===== config.mk =====
export PLATFORM = sky130hd
export DESIGN_NAME = poly_bisection_root
export DESIGN_NICKNAME = d
export VERILOG_FILES = /design/src/sv/pbr_pkg.sv /design/src/sv/pbr_mul32.sv /design/src/sv/poly_bisection_root.sv
export SDC_FILE = /design/constraint.sdc
export NUM_CORES = 2
export LEC_CHECK = 0
export BUFFER_PORTS_ARGS = -buffer_cell sky130_fd_sc_hd__buf_2
export CORE_MARGIN = 3
export CORE_UTILIZATION = 50
export CTS_CLUSTER_SIZE = 30
export DETAILED_ROUTE_END_ITERATION = 7
export PLACE_DENSITY = 0.72
export SKIP_CTS_REPAIR_TIMING = 1
export SLEW_MARGIN = 20
export SYNTH_ARGS = -nofsm -noshare
export SYNTH_HDL_FRONTEND = slang
export SYNTH_SLANG_ARGS = --single-unit

===== constraint.sdc =====
create_clock -name clk -period 17 [get_ports clk]
set_input_delay 4.25 -clock clk [delete_from_list [all_inputs] [get_ports clk]]
set_output_delay 4.25 -clock clk [all_outputs]
set_load 0.02 [all_outputs]

===== src/sv/pbr_pkg.sv =====
// Shared types and constants for the polynomial bisection root finder.
// Used by pbr_mul32, poly_bisection_root and the bench; depends on nothing else.
package pbr_pkg;

	// Polynomial shape and iteration limit.
	localparam int DEGREE   = 4;
	localparam int NUM_COEF = DEGREE + 1;
	localparam int K_W      = $clog2(NUM_COEF);
	localparam int MAX_ITER = 64;
	localparam int ITER_W   = 7;

	// Configuration register indexes.
	localparam logic [2:0] REG_COEF_X4 = 3'd0;
	localparam logic [2:0] REG_COEF_X3 = 3'd1;
	localparam logic [2:0] REG_COEF_X2 = 3'd2;
	localparam logic [2:0] REG_COEF_X1 = 3'd3;
	localparam logic [2:0] REG_COEF_X0 = 3'd4;
	localparam logic [2:0] REG_TOL     = 3'd5;

	// Register reset values.
	localparam logic signed [31:0] COEF_X4_RST = 32'sd83886080;
	localparam logic signed [31:0] COEF_X3_RST = -32'sd375809638;
	localparam logic signed [31:0] COEF_X2_RST = 32'sd265964436;
	localparam logic signed [31:0] COEF_X1_RST = 32'sd405371015;
	localparam logic signed [31:0] COEF_X0_RST = -32'sd393967587;
	localparam logic [31:0]        TOL_RST     = 32'd429497;

	// Result status codes.
	localparam logic [1:0] ST_OK      = 2'd0;
	localparam logic [1:0] ST_BRACKET = 2'd1;
	localparam logic [1:0] ST_CAP     = 2'd2;

	// Symmetric saturation limits of the Q24.40 accumulator.
	localparam logic [63:0] SAT_POS = 64'h7FFF_FFFF_FFFF_FFFF;
	localparam logic [63:0] SAT_NEG = 64'h8000_0000_0000_0001;

	// Request to the shared multiplier.
	typedef struct packed {
		logic        en;
		logic [31:0] a;
		logic [31:0] b;
	} mul_req_t;

endpackage


===== src/sv/pbr_mul32.sv =====
// Shared 32 x 32 unsigned multiplier with a registered product.
// Depends on pbr_pkg for the request struct.
module pbr_mul32 (
	input  logic              clk,
	input  pbr_pkg::mul_req_t req,
	output logic [63:0]       prod
);

	logic [63:0] prod_q;

	always_ff @(posedge clk) begin
		if (req.en) begin
			prod_q <= req.a * req.b;
		end
	end

	assign prod = prod_q;

endmodule


===== src/sv/poly_bisection_root.sv =====
// Top level of the polynomial bisection root finder: sequencer and datapath.
// Depends on pbr_pkg and on pbr_mul32, the one multiplier that all products share.
//
// Usage:
// A bracket (left_end, right_end) in signed Q8.24 is taken at a rising edge with
// start high and busy low. busy stays high until the result has been produced.
// The result (root, status, iterations) appears for exactly one cycle with done
// high; the receiver has to take it in that cycle, it cannot stall the block.
// Configuration: wr_en, wr_index and wr_data write one register per cycle
// (0..4 the coefficients of x^4 down to x^0, 5 the tolerance); other indexes
// are ignored. Write only while busy is low.
// Operation: each polynomial evaluation is four Horner steps on the shared
// multiplier (magnitude, low product, high product, rescale, saturating add)
// plus setup and sign check. Both endpoints are evaluated first; a wrong
// bracket ends there, an already converged one after the first stop test, and
// otherwise each halving and its evaluation are followed by the stop test, up
// to 64 halvings. A new bracket is accepted in the done cycle.
// Reset clears the sequencer and loads the default coefficients and tolerance.
module poly_bisection_root (
	input  logic               clk,
	input  logic               arst_n,
	input  logic               start,
	output logic               busy,
	input  logic signed [31:0] left_end,
	input  logic signed [31:0] right_end,
	input  logic               wr_en,
	input  logic [2:0]         wr_index,
	input  logic [31:0]        wr_data,
	output logic               done,
	output logic signed [31:0] root,
	output logic [1:0]         status,
	output logic [6:0]         iterations
);

	typedef enum logic [11:0] {
		S_IDLE   = 12'b0000_0000_0001,
		S_SETUP  = 12'b0000_0000_0010,
		S_ABS    = 12'b0000_0000_0100,
		S_MLO    = 12'b0000_0000_1000,
		S_MHI    = 12'b0000_0001_0000,
		S_RND    = 12'b0000_0010_0000,
		S_ADD    = 12'b0000_0100_0000,
		S_EVDONE = 12'b0000_1000_0000,
		S_TABS   = 12'b0001_0000_0000,
		S_TMUL   = 12'b0010_0000_0000,
		S_TCMP   = 12'b0100_0000_0000,
		S_HALVE  = 12'b1000_0000_0000
	} state_t;

	typedef enum logic [2:0] {
		PH_LEFT  = 3'b001,
		PH_RIGHT = 3'b010,
		PH_MID   = 3'b100
	} phase_t;

	// Control state.
	state_t                          state_q, state_d;
	phase_t                          phase_q;
	logic [pbr_pkg::K_W-1:0]         k_q;
	logic [pbr_pkg::ITER_W-1:0]      iter_q;
	logic                            done_q;
	logic                            fl_neg_q;
	logic                            fl_zero_q;
	logic signed [31:0]              coef_q [pbr_pkg::NUM_COEF];
	logic [31:0]                     tol_q;

	// Datapath registers.
	logic [31:0] left_q, right_q, x_q, mid_q, prev_q;
	logic [31:0] bmag_q, mmag_q;
	logic        xneg_q, pneg_q;
	logic [63:0] acc_q, plo_q;
	logic [62:0] amag_q, r_q;
	logic [32:0] dif_q, dmag_q;
	logic [31:0] root_q;
	logic [1:0]  status_q;
	logic [pbr_pkg::ITER_W-1:0] iter_out_q;

	// Combinational datapath.
	pbr_pkg::mul_req_t mul_req;
	logic [63:0] mul_prod;
	logic [63:0] acc_neg, acc_init, sum64, acc_add;
	logic [62:0] amag_d, r_d;
	logic [64:0] coef_ext, t65;
	logic        hi_ovf, lo_ovf;
	logic        fneg, fzero, bad_bracket, conv;
	logic [32:0] sum33, dif_d, dmag_d;
	logic [39:0] d100;
	logic [31:0] xmag_d, mmag_d;
	logic        finish;
	logic [1:0]  fin_status;
	logic [31:0] fin_root;

	pbr_mul32 u_mul (
		.clk  (clk),
		.req  (mul_req),
		.prod (mul_prod)
	);

	always_comb begin
		mul_req.en = 1'b0;
		mul_req.a  = amag_q[31:0];
		mul_req.b  = bmag_q;
		case (state_q)
			S_MLO: begin
				mul_req.en = 1'b1;
			end
			S_MHI: begin
				mul_req.en = 1'b1;
				mul_req.a  = {1'b0, amag_q[62:32]};
			end
			S_TMUL: begin
				mul_req.en = 1'b1;
				mul_req.a  = tol_q;
				mul_req.b  = mmag_q;
			end
			default: begin
				mul_req.en = 1'b0;
			end
		endcase
	end

	always_comb begin
		// Horner setup and magnitude of the accumulator.
		acc_init = {{16{coef_q[pbr_pkg::NUM_COEF-1][31]}},
			coef_q[pbr_pkg::NUM_COEF-1], 16'h0000};
		xmag_d   = x_q[31] ? (32'h0 - x_q) : x_q;
		acc_neg  = 64'h0 - acc_q;
		amag_d   = acc_q[63] ? acc_neg[62:0] : acc_q[62:0];

		// Rescale the 95-bit product by 2^-24 and limit it to 2^63-1.
		sum64 = {1'b0, mul_prod[54:0], 8'h00} + {24'h000000, plo_q[63:24]};
		r_d   = ((|mul_prod[63:55]) || sum64[63]) ? pbr_pkg::SAT_POS[62:0] : sum64[62:0];

		// Saturating add of the next coefficient.
		coef_ext = {{17{coef_q[k_q][31]}}, coef_q[k_q], 16'h0000};
		t65      = pneg_q ? (coef_ext - {2'b00, r_q}) : (coef_ext + {2'b00, r_q});
		hi_ovf   = !t65[64] && t65[63];
		lo_ovf   = t65[64] && (!t65[63] || !(|t65[62:0]));
		if (hi_ovf) begin
			acc_add = pbr_pkg::SAT_POS;
		end else if (lo_ovf) begin
			acc_add = pbr_pkg::SAT_NEG;
		end else begin
			acc_add = t65[63:0];
		end

		fneg        = acc_q[63];
		fzero       = !(|acc_q);
		bad_bracket = fl_zero_q || fzero || (fl_neg_q == fneg);

		// Stop test: 100*|mid-prev| * 2^32 < tolerance*|mid|.
		mmag_d = mid_q[31] ? (32'h0 - mid_q) : mid_q;
		dif_d  = {mid_q[31], mid_q} - {prev_q[31], prev_q};
		dmag_d = dif_q[32] ? (33'h0 - dif_q) : dif_q;
		d100   = ({7'h00, dmag_q} << 6) + ({7'h00, dmag_q} << 5) + ({7'h00, dmag_q} << 2);
		conv   = !(|d100[39:32]) && ({d100[31:0], 32'h0} < mul_prod);

		sum33 = {left_q[31], left_q} + {right_q[31], right_q};
	end

	always_comb begin
		state_d    = state_q;
		finish     = 1'b0;
		fin_status = pbr_pkg::ST_OK;
		fin_root   = mid_q;
		case (state_q)
			S_IDLE: begin
				if (start) begin
					state_d = S_SETUP;
				end
			end
			S_SETUP:  state_d = S_ABS;
			S_ABS:    state_d = S_MLO;
			S_MLO:    state_d = S_MHI;
			S_MHI:    state_d = S_RND;
			S_RND:    state_d = S_ADD;
			S_ADD: begin
				state_d = (k_q == '0) ? S_EVDONE : S_ABS;
			end
			S_EVDONE: begin
				case (phase_q)
					PH_LEFT: begin
						state_d = S_SETUP;
					end
					PH_RIGHT: begin
						if (bad_bracket) begin
							state_d    = S_IDLE;
							finish     = 1'b1;
							fin_status = pbr_pkg::ST_BRACKET;
							fin_root   = 32'h0;
						end else begin
							state_d = S_TABS;
						end
					end
					default: begin
						if (fzero) begin
							state_d = S_IDLE;
							finish  = 1'b1;
						end else begin
							state_d = S_TABS;
						end
					end
				endcase
			end
			S_TABS:   state_d = S_TMUL;
			S_TMUL:   state_d = S_TCMP;
			S_TCMP: begin
				if (conv) begin
					state_d = S_IDLE;
					finish  = 1'b1;
				end else if (phase_q == PH_MID &&
					iter_q == pbr_pkg::ITER_W'(pbr_pkg::MAX_ITER)) begin
					state_d    = S_IDLE;
					finish     = 1'b1;
					fin_status = pbr_pkg::ST_CAP;
				end else begin
					state_d = S_HALVE;
				end
			end
			S_HALVE:  state_d = S_SETUP;
			default:  state_d = S_IDLE;
		endcase
	end

	// Sequencer and configuration registers.
	always_ff @(posedge clk or negedge arst_n) begin
		if (!arst_n) begin
			state_q   <= S_IDLE;
			phase_q   <= PH_LEFT;
			k_q       <= '0;
			iter_q    <= '0;
			done_q    <= 1'b0;
			fl_neg_q  <= 1'b0;
			fl_zero_q <= 1'b0;
			coef_q[4] <= pbr_pkg::COEF_X4_RST;
			coef_q[3] <= pbr_pkg::COEF_X3_RST;
			coef_q[2] <= pbr_pkg::COEF_X2_RST;
			coef_q[1] <= pbr_pkg::COEF_X1_RST;
			coef_q[0] <= pbr_pkg::COEF_X0_RST;
			tol_q     <= pbr_pkg::TOL_RST;
		end else begin
			state_q <= state_d;
			done_q  <= finish;
			case (state_q)
				S_IDLE: begin
					if (start) begin
						phase_q <= PH_LEFT;
						iter_q  <= '0;
					end
				end
				S_SETUP: begin
					k_q <= pbr_pkg::K_W'(pbr_pkg::NUM_COEF - 2);
				end
				S_ADD: begin
					if (k_q != '0) begin
						k_q <= k_q - 1'b1;
					end
				end
				S_EVDONE: begin
					if (phase_q == PH_LEFT) begin
						fl_neg_q  <= fneg;
						fl_zero_q <= fzero;
						phase_q   <= PH_RIGHT;
					end
				end
				S_TCMP: begin
					phase_q <= PH_MID;
				end
				S_HALVE: begin
					iter_q <= iter_q + 1'b1;
				end
				default: begin
				end
			endcase
			if (wr_en) begin
				case (wr_index)
					pbr_pkg::REG_COEF_X4: coef_q[4] <= wr_data;
					pbr_pkg::REG_COEF_X3: coef_q[3] <= wr_data;
					pbr_pkg::REG_COEF_X2: coef_q[2] <= wr_data;
					pbr_pkg::REG_COEF_X1: coef_q[1] <= wr_data;
					pbr_pkg::REG_COEF_X0: coef_q[0] <= wr_data;
					pbr_pkg::REG_TOL:     tol_q     <= wr_data;
					default: begin
					end
				endcase
			end
		end
	end

	// Datapath registers.
	always_ff @(posedge clk) begin
		case (state_q)
			S_IDLE: begin
				if (start) begin
					left_q  <= left_end;
					right_q <= right_end;
					x_q     <= left_end;
				end
			end
			S_SETUP: begin
				acc_q  <= acc_init;
				bmag_q <= xmag_d;
				xneg_q <= x_q[31];
			end
			S_ABS: begin
				amag_q <= amag_d;
				pneg_q <= acc_q[63] ^ xneg_q;
			end
			S_MHI: begin
				plo_q <= mul_prod;
			end
			S_RND: begin
				r_q <= r_d;
			end
			S_ADD: begin
				acc_q <= acc_add;
			end
			S_EVDONE: begin
				case (phase_q)
					PH_LEFT: begin
						x_q <= right_q;
					end
					PH_RIGHT: begin
						mid_q  <= left_q;
						prev_q <= right_q;
					end
					default: begin
						// The endpoint whose value has the sign of p(mid) moves to mid.
						if (fneg != fl_neg_q) begin
							right_q <= mid_q;
						end else begin
							left_q <= mid_q;
						end
					end
				endcase
			end
			S_TABS: begin
				mmag_q <= mmag_d;
				dif_q  <= dif_d;
			end
			S_TMUL: begin
				dmag_q <= dmag_d;
			end
			S_HALVE: begin
				prev_q <= mid_q;
				mid_q  <= sum33[32:1];
				x_q    <= sum33[32:1];
			end
			default: begin
			end
		endcase
		if (finish) begin
			root_q     <= fin_root;
			status_q   <= fin_status;
			iter_out_q <= iter_q;
		end
	end

	assign busy       = (state_q != S_IDLE);
	assign done       = done_q;
	assign root       = root_q;
	assign status     = status_q;
	assign iterations = iter_out_q;

	a_done_pulse: assert property (@(posedge clk) disable iff (!arst_n)
		done |=> !done)
		else $error("result strobe lasted more than one cycle");

	a_start_busy: assert property (@(posedge clk) disable iff (!arst_n)
		start && !busy |=> busy)
		else $error("block not busy after a bracket transfer");

	a_bracket_out: assert property (@(posedge clk) disable iff (!arst_n)
		done && status == pbr_pkg::ST_BRACKET |-> root == 32'sd0 && iterations == 7'd0)
		else $error("wrong bracket result carries a root or iterations");

	a_cap_iter: assert property (@(posedge clk) disable iff (!arst_n)
		done && status == pbr_pkg::ST_CAP |-> iterations == 7'(pbr_pkg::MAX_ITER))
		else $error("iteration cap reported at the wrong count");

	a_k_range: assert property (@(posedge clk) disable iff (!arst_n)
		state_q == S_ADD |-> k_q < pbr_pkg::K_W'(pbr_pkg::NUM_COEF - 1))
		else $error("Horner step index out of range");

endmodule


; After elaboration in Yosys (flattened, before gate mapping)
; Index checks and enable logic that the tools add are counted.
; W data, S select, Z words.
[op_classes]
add_sub_neg = 13
mul = 1
div = 0
n_lt_le_gt_ge = 2
eq_ne = 31
shifts = 0
mux = 57
n_bitwise = 2
n_reduce_logical = 42
[op_table]
columns = op, n
row1 = $mux W32, 16
row2 = $pmux W32 S2, 5
row3 = $pmux W12 S12, 1
row4 = $mux W64, 2
row5 = $pmux W64 S2, 1
row6 = $bmux W32 S3, 1
row7 = $pmux W32 S3, 1
row8 = $add A48 B64 Y65, 1
row9 = $mux W65, 1
row10 = $sub A48 B64 Y65, 1
row11 = $add A63 B40 Y64, 1
row12 = $lt A64 B64 Y1, 1
row13 = $mul A32 B32 Y64, 1
row14 = $reduce_or A64 Y1, 1
row15 = $sub A1 B32 Y32 const A, 2
row16 = $mux W63, 1
row17 = $reduce_or A63 Y1, 1
row18 = $sub A1 B63 Y63 const A, 1
row19 = $mux W31, 2
row20 = $add A39 B38 Y40, 1
row21 = $add A40 B35 Y40, 1
row22 = $mux W12, 3
row23 = $add A32 B32 Y33, 1
row24 = $sub A1 B33 Y33 const A, 1
row25 = 51 further kinds, 100
[totals]
reg_bits = 871
latch_bits = 0
ramBits = 0
romBits = 0
in_bits = 103
out_inout_bits = 43
n_memories = 0

; Depth between registers and ports, before layout
[logic_depth]
word_depth = 13
ltp_mapped = 42
ltp_nobuf = 38

; Hierarchy
; From an unflattened synthesis, not the netlist that was laid out.
[hier_totals]
hier_cells = 8651
area_unflattened_um2 = 85056.6
[by_module_without_submodules]
columns = module, instances, cells_per_inst, area_each_um2, seq_area_each_um2
row1 = poly_bisection_root, 1, 4789, 49348.6, 22502.8
row2 = pbr_mul32, 1, 3862, 35708.0, 1921.8

; Least setup slack after synthesis
; Ideal clock, no wire load.
[synth_path]
path_type = register to register
from = reg state_q[11]
to = reg u_mul.prod_q[60], in the netlist u_mul.prod[60] (data pin)
setup_ns = 0.260
arrival_ns = 10.295
required_time_ns = 16.740
slack_ns = 6.445
stages_incl_launch_ff = 38
n_path_buf = 5
synth_period_minus_slack_ns = 10.555
cell_sequence = dfrtp_1 -> nor4_1 -> nand4_1 -> nor3b_1 -> clkbuf_1 -> buf_1 -> clkbuf_1 -> mux2i_1 -> clkbuf_1 -> nor2_1 -> fa_1 -> inv_1 -> fa_1 -> fa_1 -> fa_1 -> inv_1 -> fa_1 -> fa_1 -> (+2 left out) -> fa_1 -> inv_1 -> ha_1 -> clkbuf_1 -> a21o_1 -> a21o_1 -> a21o_1 -> a21o_1 -> a21oi_1 -> o21ai_0 -> a21oi_1 -> o21ai_0 -> a221o_1 -> a41oi_1 -> a211o_1 -> nor3b_1 -> a221o_1 -> xor2_1
[synth_between]
elab_chain_len = 3
elab_cells_between_ends = 5
[synth_rtl]
columns = item, line
row1 = from (decl), poly_bisection_root.sv:57  ; state_t state_q, state_d;
row2 = from (signal assigned), poly_bisection_root.sv:242  ; state_q <= state_d;
row3 = $eq A12 B10 Y1 / $eq A12 B5 Y1 (equally long branches), poly_bisection_root.sv:103  ; case (state_q)
row4 = $pmux W32 S2 / $mux W32 (equally long branches), poly_bisection_root.sv:103
row5 = $mul A32 B32 Y64 (*), pbr_mul32.sv:13  ; prod_q <= req.a * req.b;
row6 = to (signal assigned), pbr_mul32.sv:13
row7 = to (decl), pbr_mul32.sv:9  ; logic [63:0] prod_q;
; Mark *: on every way between the ends. The rest lies on a longest branch, timed or not.
; A chain may end at the register's enable or synchronous reset.

; Worst setup path after layout
; Same ends and word-level chain as after synthesis.

==> metrics <==
status=complete, no violations; Hold EP=plo_q[55]; Syn Area/Cell=9.722 um^2; Slew @ Worst Pin=1127 ps; proportion of layout cells with a drive suffix above 1=0.09555; DRC violations left=0; top_reg_cell synth=edfxtp_1; final setup vio count=0; R2R Setup Slk=5040 ps; Die X=412.5 um; ranking of synthesized cells by area=edfxtp_1 (23%), fa_1 (23%), ha_1 (8.0%); slowest cell delay on critical path=810 ps; Total Die Area=0.1702 mm^2; Clock Path Buffers=3; area delta synth->final=7.787%; max_cap viols=0; First DRT Iteration DRCs=5390; vias per cell=5.987; clock period minus worst slack=11960 ps; Synth area leader=edfxtp_1; Worst EP required=17430 ps; chip height=412.5 um; CP arrival=12390 ps; TritonRoute pass-1 iters=6; nets=10060; CP most frequent cell=fa_1; WHS Path Cells=0; vias in the first global route=66150; clk slew on worst S/H paths=60 ps; post-synth top area share=0.2278; WL/cell=24.60 um; Worst path slowest cell=and2_1; Yosys Warn Count=0; Clock Sinks=847; total congestion overflow=0; Cell Area, Synth=0.08264 mm^2; Worst R2R Start=state_q[11]; RSZ-0062 raised after global routing=false; Inserted Clock Buffers=91; most common cell after layout, fill and taps aside=inv_1; library cells used by synthesis=95; global-route wire length before repair=401100 um; Slew HR=0.2470; worst r2r path cells=35; HPWL after DPL=205700 um; fin crit share=0.7037; Min-Delay Path Class=register to register; post-synthesis sequential area ratio=0.2956; Final Hold Vio Count=0; CTS Root Cell=clkbuf_16; All-Layer GR Usage=0.3125; most frequent cells in the layout=inv_1 (1142), nand2_1 (1101), fa_1 (930); CP Capture Type=register; antenna violations before repair=18; FF-to-FF End=u_mul.prod[60]; crit path from=state_q[11]; Initial Util=0.5054; largest net degree at the start of global routing=95; Antenna Nets Post-Route=0; Setup CP Type=register to register; Worst Setup Start Kind=register; hold path start=u_mul.prod[55]; Clock Skew=42.33 ps; global placer's final weighted congestion=0.9938; final max-slew violation count=0; final WL=264500 um; Layout Cell Area excl Fill=0.08907 mm^2; net count after synthesis=10060; fmax=83.60 MHz; crit-path max FO=94; # port buffers=145; Util after Layout=0.5448; TNS Setup=0 ps; Post-synth EDFFs=627; Worst path top cell family by delay=adder cells; core footprint=0.1635 mm^2; number of H-tree levels=3; CP Buf/Inv Count=6; register bit count reported by yosys=847; Worst-Skew Late Latency=710 ps; asr flop ratio synth=0.2597; Vias=64370; Ports=146; row count=148; Placement Cell Area=0.08597 mm^2; TritonCTS clock tree=yes; Synth Instances=8500
-- cells by family (layout without fill, tap and decap cells) --
kind of cell / after synthesis / in the layout / synth area share
AOI/OAI and AO/OA: 1306 / 1306 / 0.1041
other: 0 / 5 / 0
adders and majority gates: 1460 / 1460 / 0.3055
DFF: 847 / 847 / 0.2956
buffers and inverters: 1522 / 1593 / 0.06963
and+or+nand+nor: 2657 / 2657 / 0.1418
xor gates and xnor gates: 382 / 382 / 0.04058
muxes: 326 / 326 / 0.04288
-- synthesized netlist by cell type (102+ instances only) --
| library cell | instances |
|---|---|
| xnor2_1 | 304 |
| inv_1 | 1142 |
| clkbuf_1 | 321 |
| a21oi_1 | 328 |
| edfxtp_1 | 627 |
| o21ai_0 | 210 |
| mux2_2 | 224 |
| dfrtp_1 | 147 |
| fa_1 | 930 |
| o31ai_1 | 125 |
| ha_1 | 530 |
| nand2_1 | 1102 |
| mux2i_1 | 102 |
| nor2_1 | 878 |
| a21o_1 | 151 |
-- registers in the layout (all words and copies together) (netlist names), 33 cells and up --
register / flops
acc_q: 64
r_q: 63
plo_q: 40
coef_q: 128
dif_q: 33
dmag_q: 33
u_mul.prod: 64
amag_q: 63
-- per-layer routing --
layer | global-route usage | up-vias | routed length [um]
li1 | - | 28220 | -
met1 | 0.4000 | 32140 | 102200
met2 | 0.4990 | 3176 | 121400
met3 | 0.06576 | 815 | 24290
met4 | 0.1647 | 24 | 16290
met5 | 0 | - | 276
-- how the worst max path moves through the flow --
| stage | endpoint | slack [ps] | cells past startpoint |
|---|---|---|---|
| after global routing | u_mul.prod[63] | 4510 | 36 |
| final | u_mul.prod[60] | 5040 | 35 |
| after CTS | u_mul.prod[60] | 5180 | 35 |
| after global placement | u_mul.prod[60] | 5370 | 35 |
| after detailed placement | u_mul.prod[60] | 5210 | 35 |
| after floorplan | u_mul.prod[60] | 6450 | 37 |
-- worst reg2reg max path, delay by kind of cell (launching register included) --
kind | cells | cell delay, ps
DFF | 1 | 450
adders and majority gates | 9 | 4470
xor gates and xnor gates | 1 | 140
AOI/OAI and AO/OA | 10 | 2910
and+or+nand+nor | 9 | 2840
buffers and inverters | 6 | 920
-- per-stage QoR --
step	hold slack, ps	worst slack, ps	cells
final	475.1	5038	10750
after global routing	495.7	4513	10750
after CTS	473.9	5181	10750
after detailed placement	456.7	5213	10580
after global placement	438.8	5374	10580
after floorplan	423.1	6445	8500
-- cell type report --
| class | count | area [um^2] |
|---|---|---|
| Timing Repair Buffer | 280 | 1774 |
| Sequential cell | 847 | 24430 |
| Fill cell | 14300 | 74440 |
| Tap cell | 2175 | 2721 |
| Clock inverter | 57 | 644.4 |
| Antenna cell | 5 | 12.51 |
| Clock buffer | 112 | 2447 |
| Multi-Input combinational cell | 6131 | 52750 |
| Inverter | 1144 | 4294 |
Power is not shown: default switching activity piles up to over one toggle a cycle in this logic, so the estimate is an artifact.
